<file path="src/eam_pkg.sv">
`timescale 1ns / 1ps
package eam_pkg;

  localparam int Iters = 18;
  localparam int ZW = 24;   // Q.20 angle width
  localparam int XW = 33;   // Q.30 CORDIC datapath width
  localparam int SW = 22;   // Q.20 sine/cosine width

  localparam logic signed [ZW-1:0] PiQ20     = 24'sd3294199;
  localparam logic signed [ZW-1:0] TwoPiQ20  = 24'sd6588397;
  localparam logic signed [ZW-1:0] HalfPiQ20 = 24'sd1647099;
  localparam logic signed [XW-1:0] GainQ30   = 33'sd652032874;

  localparam logic [1:0] REG_FIRST_AXIS = 2'd0;
  localparam logic [1:0] REG_PARITY     = 2'd1;
  localparam logic [1:0] REG_REPETITION = 2'd2;
  localparam logic [1:0] REG_FRAME      = 2'd3;

  typedef logic signed [ZW-1:0] ang_t;
  typedef logic signed [SW-1:0] trig_t;

  function automatic ang_t atan_q20(input int n);
    case (n)
      0: atan_q20 = 24'sd823550;
      1: atan_q20 = 24'sd486170;
      2: atan_q20 = 24'sd256879;
      3: atan_q20 = 24'sd130396;
      4: atan_q20 = 24'sd65451;
      5: atan_q20 = 24'sd32757;
      6: atan_q20 = 24'sd16383;
      default: atan_q20 = ang_t'(24'sd8192 >>> (n - 7));
    endcase
  endfunction

  function automatic logic [1:0] axis_after(input logic [1:0] a);
    case (a)
      2'd0: axis_after = 2'd1;
      2'd1: axis_after = 2'd2;
      2'd2: axis_after = 2'd0;
      default: axis_after = 2'd1;
    endcase
  endfunction

endpackage

</file>
<file path="src/eam_sincos.sv">
`timescale 1ns / 1ps
// Pipelined sine/cosine: one range-reduce stage, one CORDIC stage per step,
// one rounding stage. Takes one angle per cycle while en is high.
module eam_sincos import eam_pkg::*; (
  input  logic  clk,
  input  logic  en,
  input  ang_t  angle,
  output trig_t sin_o,
  output trig_t cos_o
);

  logic signed [XW-1:0] x_r [Iters+1];
  logic signed [XW-1:0] y_r [Iters+1];
  ang_t                 z_r [Iters+1];
  logic                 f_r [Iters+1];
  ang_t  a1, a2;
  logic  flip;
  trig_t s_r, c_r;

  // reduce into [-pi, pi], then fold into [-pi/2, pi/2]
  always_comb begin
    a1 = angle;
    if (a1 > PiQ20) a1 = a1 - TwoPiQ20;
    if (a1 < -PiQ20) a1 = a1 + TwoPiQ20;
    flip = 1'b0;
    a2 = a1;
    if (a1 > HalfPiQ20) begin
      a2 = PiQ20 - a1;
      flip = 1'b1;
    end else if (a1 < -HalfPiQ20) begin
      a2 = -PiQ20 - a1;
      flip = 1'b1;
    end
  end

  always_ff @(posedge clk) begin
    if (en) begin
      x_r[0] <= GainQ30;
      y_r[0] <= '0;
      z_r[0] <= a2;
      f_r[0] <= flip;
    end
  end

  // one micro-rotation per stage
  for (genvar n = 0; n < Iters; n++) begin : g_step
    always_ff @(posedge clk) begin
      if (en) begin
        f_r[n+1] <= f_r[n];
        if (!z_r[n][ZW-1]) begin
          x_r[n+1] <= x_r[n] - (y_r[n] >>> n);
          y_r[n+1] <= y_r[n] + (x_r[n] >>> n);
          z_r[n+1] <= z_r[n] - atan_q20(n);
        end else begin
          x_r[n+1] <= x_r[n] + (y_r[n] >>> n);
          y_r[n+1] <= y_r[n] - (x_r[n] >>> n);
          z_r[n+1] <= z_r[n] + atan_q20(n);
        end
      end
    end
  end

  // round Q.30 to Q.20
  logic signed [XW-1:0] ys, xs;
  assign ys = (y_r[Iters] + XW'(512)) >>> 10;
  assign xs = (x_r[Iters] + XW'(512)) >>> 10;

  always_ff @(posedge clk) begin
    if (en) begin
      s_r <= ys[SW-1:0];
      c_r <= f_r[Iters] ? -xs[SW-1:0] : xs[SW-1:0];
    end
  end

  assign sin_o = s_r;
  assign cos_o = c_r;

endmodule

</file>
<file path="config.mk">
export PLATFORM = sky130hd
export DESIGN_NAME = eam_sincos
export DESIGN_NICKNAME = d
export VERILOG_FILES = /design/src/eam_pkg.sv /design/src/eam_sincos.sv
export SDC_FILE = /design/constraint.sdc
export NUM_CORES = 2
export LEC_CHECK = 0
export ABC_AREA = 1
export BUFFER_PORTS_ARGS = -buffer_cell sky130_fd_sc_hd__buf_2
export CORE_UTILIZATION = 32
export CTS_CLUSTER_DIAMETER = 50
export DETAILED_ROUTE_END_ITERATION = 16
export GPL_ROUTABILITY_DRIVEN = 0
export GPL_TIMING_DRIVEN = 0
export SYNTH_ARGS = -nofsm -noshare
export SYNTH_HDL_FRONTEND = slang
export SYNTH_SLANG_ARGS = --single-unit
</file>
<file path="constraint.sdc">
create_clock -name clk -period 5.8 [get_ports clk]
set_input_delay 0.58 -clock clk [delete_from_list [all_inputs] [get_ports clk]]
set_output_delay 0.58 -clock clk [all_outputs]
set_load 0.1 [all_outputs]
</file>
=== Word-level counts from Yosys, hierarchy flattened ===
Memories as Yosys holds them, arrays and structs flattened.
Index checks and enable logic that the tools add are counted.
W data, S select, Z words.

* Input bits: 26
* Output and inout port bits: 44
* Logic and storage cells: 349
* RAM bits: 1729
* Register bits: 44
* Memories kept: 4

* Bitwise logic cells: 54
* Add/subtract/negate cells: 114
* Muxes and demuxes: 171
* $lt $le $gt $ge: 4

{| class="wikitable"
|+ Memory list
! name !! depth !! width !! rd ports !! clocked after Yosys merged registers in !! write ports !! RTL line !! source
|-
| x_r || 19 || 33 || 19 || 0 || 19 || eam_sincos.sv:12 || <nowiki>logic signed [XW-1:0] x_r [Iters+1];</nowiki>
|-
| y_r || 19 || 33 || 19 || 0 || 19 || eam_sincos.sv:13 || <nowiki>logic signed [XW-1:0] y_r [Iters+1];</nowiki>
|-
| z_r || 19 || 24 || 18 || 0 || 19 || eam_sincos.sv:14 || <nowiki>ang_t z_r [Iters+1];</nowiki>
|-
| f_r || 19 || 1 || 19 || 0 || 19 || eam_sincos.sv:15 || <nowiki>logic f_r [Iters+1];</nowiki>
|}

{| class="wikitable"
|+ Operator list
! cell !! number
|-
| $mux W33 || 36
|-
| $mux W24 || 22
|-
| $mux W1 || 112
|-
| $add A33 B16 Y33 || 2
|-
| $add A33 B17 Y33 || 2
|-
| $add A33 B18 Y33 || 2
|-
| $add A33 B19 Y33 || 2
|-
| $add A33 B20 Y33 || 2
|-
| $add A33 B21 Y33 || 2
|-
| $add A33 B22 Y33 || 2
|-
| $add A33 B23 Y33 || 2
|-
| $add A33 B24 Y33 || 2
|-
| $add A33 B25 Y33 || 2
|-
| $add A33 B26 Y33 || 2
|-
| $add A33 B27 Y33 || 2
|-
| $add A33 B28 Y33 || 2
|-
| $add A33 B29 Y33 || 2
|-
| $add A33 B30 Y33 || 2
|-
| $add A33 B31 Y33 || 2
|-
| $add A33 B32 Y33 || 2
|-
| $sub A33 B16 Y33 || 2
|-
| $sub A33 B17 Y33 || 2
|-
| $sub A33 B18 Y33 || 2
|-
| $sub A33 B19 Y33 || 2
|-
| other kinds (60) || 131
|}

=== Longest topological paths before layout ===
* Word-level depth: 7
* Gate-level depth with buffers: 38
* Mapped depth without buffers: 36

=== Worst setup path before layout ===
No wires, ideal clock.

* Kind: in2reg
* Start point: input en
* End point: memory z_r[2][23] in the netlist's numbering, data pin
* Required time: 5.542 ns
* Setup slack: 0.816 ns
* Data arrival time: 4.726 ns
* Path buffers: 3
* Library setup time: 0.258 ns
* Stages on the path: 21
* Cell sequence: clkbuf_1 -> clkbuf_1 -> clkbuf_1 -> nand2_1 -> inv_1 -> ha_1 -> a21oi_1 -> nand2_1 -> a21oi_1 -> o21ai_0 -> a21o_1 -> a21oi_1 -> o21ai_0 -> a21boi_0 -> o21ai_0 -> a21boi_0 -> o21ai_0 -> a21oi_1 -> nor2_1 -> nor2_1 -> xnor2_1

{| class="wikitable"
|+ RTL lines
! element !! RTL line !! source
|-
| start: declaration || eam_sincos.sv:6 || <nowiki>input logic en,</nowiki>
|-
| end: declaration || eam_sincos.sv:14 ||
|}

==> summary.md <==
| Metric | Value |
|---|---|
| Complex-gate fraction of the synthesized area | `13.3%` |
| Reg-to-reg startpoint | `z_r[4][23]` |
| Synthesized area per cell | `between 8 and 9 µm²` |
| Cell chosen for the clock root | `clkbuf_16` |
| Ys async rst share | `0%` |
| Largest net degree at the start of global routing | `71` |
| Worst R2R Path Depth | `23` |
| Synth top area share | `36.1%` |
| Mux contribution to synthesized area | `0.120%` |
| Clk sinks | `approximately 1500` |
| Placeable Area | `just under 400000 µm²` |
| Nets | `16500` |
| CP Launch Point | `en` |
| Later-pin clock latency in the skew report | `0.96 ns` |
| Total CTS buffers | `228` |
| Synth area leader | `edfxtp_1` |
| Worst-path fanout max | `slightly above 40` |
| Final hold vios | `0` |
| Residual DRC count | `0` |
| Die Y | `approximately 630 µm` |
| DR WL/cell | `roughly 15 µm` |
| Fin crit share | `95.8%` |
| Main combinational cell family by area after synthesis | `simple AND/OR/NAND/NOR gates` |
| # fillers | `39900` |
| Simple-Gate Fraction of Synth Area | `16.1%` |
| Max cap viols | `0` |
| PortBufs | `66` |
| Min-Delay Path Class | `in -> reg` |
| Setup TNS | `0 ns` |
| # rows | `229` |
| Final slew viol count | `0` |
| Reg2Reg Capture Point | `x_r[1][62]` |
| Die ar. | `395000 µm²` |
| Die width | `628 µm` |
| Post-Synth Adder-Cell Area | `14.2%` |
| Flops & latches, synth | `between 1500 and 2000` |
| Number of nets with antenna violations after routing | `0` |
| Clk_skew | `approximately 0.14 ns` |
| Cell mode on critical path | `a21oi_1` |
| F_max | `around 180 MHz` |
| Yosys cell types | `64` |
| XOR/XNOR Fraction of Synth Area | `14.0%` |
| Seq/Total Area, Yosys | `36.1%` |
| Vias in the first global route | `94400` |
| Worst-Margin Slew | `around 1.3 ns` |
| Syn Std Cell Area | `approximately 130000 µm²` |
| Register Area | `45300 µm²` |
| # setup viols final | `0` |
| Drt pass-1 iters | `6` |
| Post-Route WL | `around 310000 µm` |
| Cell count after synthesis | `between 10000 and 15000` |
| Drt initial violations | `~6400` |
| Syn. warnings | `0` |
| CP required | `6.44 ns` |
| Slowest stage cell, crit path | `clkbuf_1` |
| Layout cells sized above 1 | `4.62%` |
| Reg2Reg Setup Slack | `0.36 ns` |
| Worst rel slew slack | `about an eighth` |
| Status | `finished clean` |
| IO Pins | `70` |
| Syn-to-layout area delta | `12.3%` |
| Area of the multi-input gates | `between 70000 and 80000 µm²` |
| Startpoint Class | `primary input` |
| Vias/cell | `between 4 and 5` |
| Hold wc startpoint | `en` |
| Initial antenna violation count | `14` |
| Main synth FF type | `edfxtp_1` |
| CTS clock-pin slew for the worst setup and hold paths | `0.06 ns` |
| Post-synth EDFFs | `1510` |
| CP endpoint | `x_r[3][29]` |
| GR Util All Layers | `15.3%` |
| Vias | `99600` |
| Starting Density | `between 30% and 40%` |
| Hold path depth | `1` |
| Crit path DAT | `6.20 ns` |
| Clk buf depth | `4` |
| Overflow after GRT | `0` |
| CP Capture Type | `register` |
| Crit Path Category | `in -> reg` |
| Tmin final | `5.55 ns` |
| CTS tree | `built` |
| Slowest Stage Delay on Critical Path | `0.43 ns` |
| RSZ-0062 raised after global routing | `no` |
| Synth top area cells | `edfxtp_1, ha_1, xor2_1` |
| Post-DP HPWL | `252000 µm` |
| First-pass GRT wire length | `501000 µm` |
| H-tree depth | `4` |
| Syn_nets | `16200` |
sequential cells by signal, summed over array words and instances (netlist names):
register,count
f_r,19
y_r,552
x_r,526
cos_o,22
z_r,369
sin_o,22
logic make-up (layout without fill, tap and decap cells):
kind of cell | Yosys count | count (layout)
and+or+nand+nor | 4871 | 4871
AOI/OAI and AO/OA | 2975 | 2975
xor gates and xnor gates | 2009 | 2009
buffers and inverters | 2009 | 2512
DFF | 1510 | 1510
adders and majority gates | 1400 | 1400
muxes | 15 | 15
other | 0 | 9
cells in the mapped netlist (11+ instances only):
cell type	n
nand2_1	2705
inv_1	1816
a21oi_1	1639
edfxtp_1	1510
ha_1	1353
xor2_1	1339
nor2_1	1158
xnor2_1	670
o21ai_0	565
nand3_1	389
nor3_1	228
a31oi_1	184
nand4_1	174
clkbuf_1	129
o211ai_1	104
a211oi_1	84
o21bai_1	81
a21o_1	76
o31ai_1	74
nor4_1	66
o21a_1	53
fa_1	47
nand2_2	40
o41ai_1	26
or2_2	19
nor3b_1	18
mux2i_1	15
nor2_2	15
clkinv_1	14
inv_2	14
nand3b_1	14
o21ai_1	13
buf_1	12
buf_6	12
nand3_2	11
worst min path at each step:
| stage | endpoint | slack (ns) |
|---|---|---|
| 6_report | z_r[0][5] | 0.14 |
| 5_1_grt | z_r[0][5] | 0.07 |
| 4_1_cts | z_r[0][5] | 0.11 |
| 3_5_place_dp | z_r[10][10] | 0.40 |
| 3_3_place_gp | z_r[8][8] | 0.40 |
| 2_1_floorplan | f_r[10] | 0.40 |
worst max-delay path: cells and delay by family:
family	cells	cell delay (ns)
simple gates	4	0.68
buf+inv	8	1.76
fa+ha+maj	1	0.36
compound gates	11	2.09
xor+xnor	2	0.50
timing repair:
| item | 4_1_cts | 5_1_grt |
|---|---|---|
| setup buffers | 0 | 2 |
| pin swaps | 1 | 0 |
| setup endpoints to repair | 507 | 143 |
| hold buffers | 0 | 0 |
| gates resized for setup | 51 | 69 |
| hold endpoints to repair | 0 | 0 |
| cloned | 0 | 0 |
metal layers:
layer	GRT usage, %	up-vias	part of all wire [%]
li1	-	51400	-
met1	19.9	45700	46
met2	26.4	1910	47
met3	1.75	496	4.4
met4	5.29	10	3.5
met5	0	-	0.019
cells in the final DEF, fill, tap and decap left out, drive strengths merged, types with 102 or more instances in the layout:
master / n
nor2: 1179
nand3: 401
o21ai: 588
a21oi: 1641
inv: 1876
ha: 1353
nor3: 228
clkbuf: 359
buf: 129
o211ai: 104
edfxtp: 1510
nand4: 177
clkinv: 102
xor2: 1339
xnor2: 670
a31oi: 184
nand2: 2751
per-stage QoR:
| stage | utilization, % | hold slack [ns] | instance area (µm²) | instances | setup WS, ns |
|---|---|---|---|---|---|
| 3_5_place_dp | 34.1 | 0.405 | 133000 | 20100 | -2.89 |
| 5_1_grt | 36.2 | 0.0676 | 141000 | 20500 | 0.00776 |
| 6_report | 36.2 | 0.141 | 141000 | 20500 | 0.246 |
| 4_1_cts | 36.1 | 0.112 | 141000 | 20500 | 0.0160 |
| 3_3_place_gp | 34.0 | 0.400 | 132000 | 20100 | -5.24 |
| 2_1_floorplan | - | 0.400 | 126000 | 14800 | 0.816 |
area by class of cell:
| cell class | instances | area share [%] |
|---|---|---|
| inverters | 1844 | 4.92 |
| flip-flops and latches | 1510 | 32.2 |
| multi-input cells | 11300 | 51.5 |
| clock buffers | 241 | 4.10 |
| plain buffers | 161 | 0.660 |
| diodes | 9 | 0.0160 |
| well taps | 5197 | 4.61 |
| clock inverters | 180 | 1.46 |
| repair buffers | 86 | 0.593 |
Power is not shown: default switching activity piles up to over one toggle a cycle in this logic, so the estimate is an artifact.
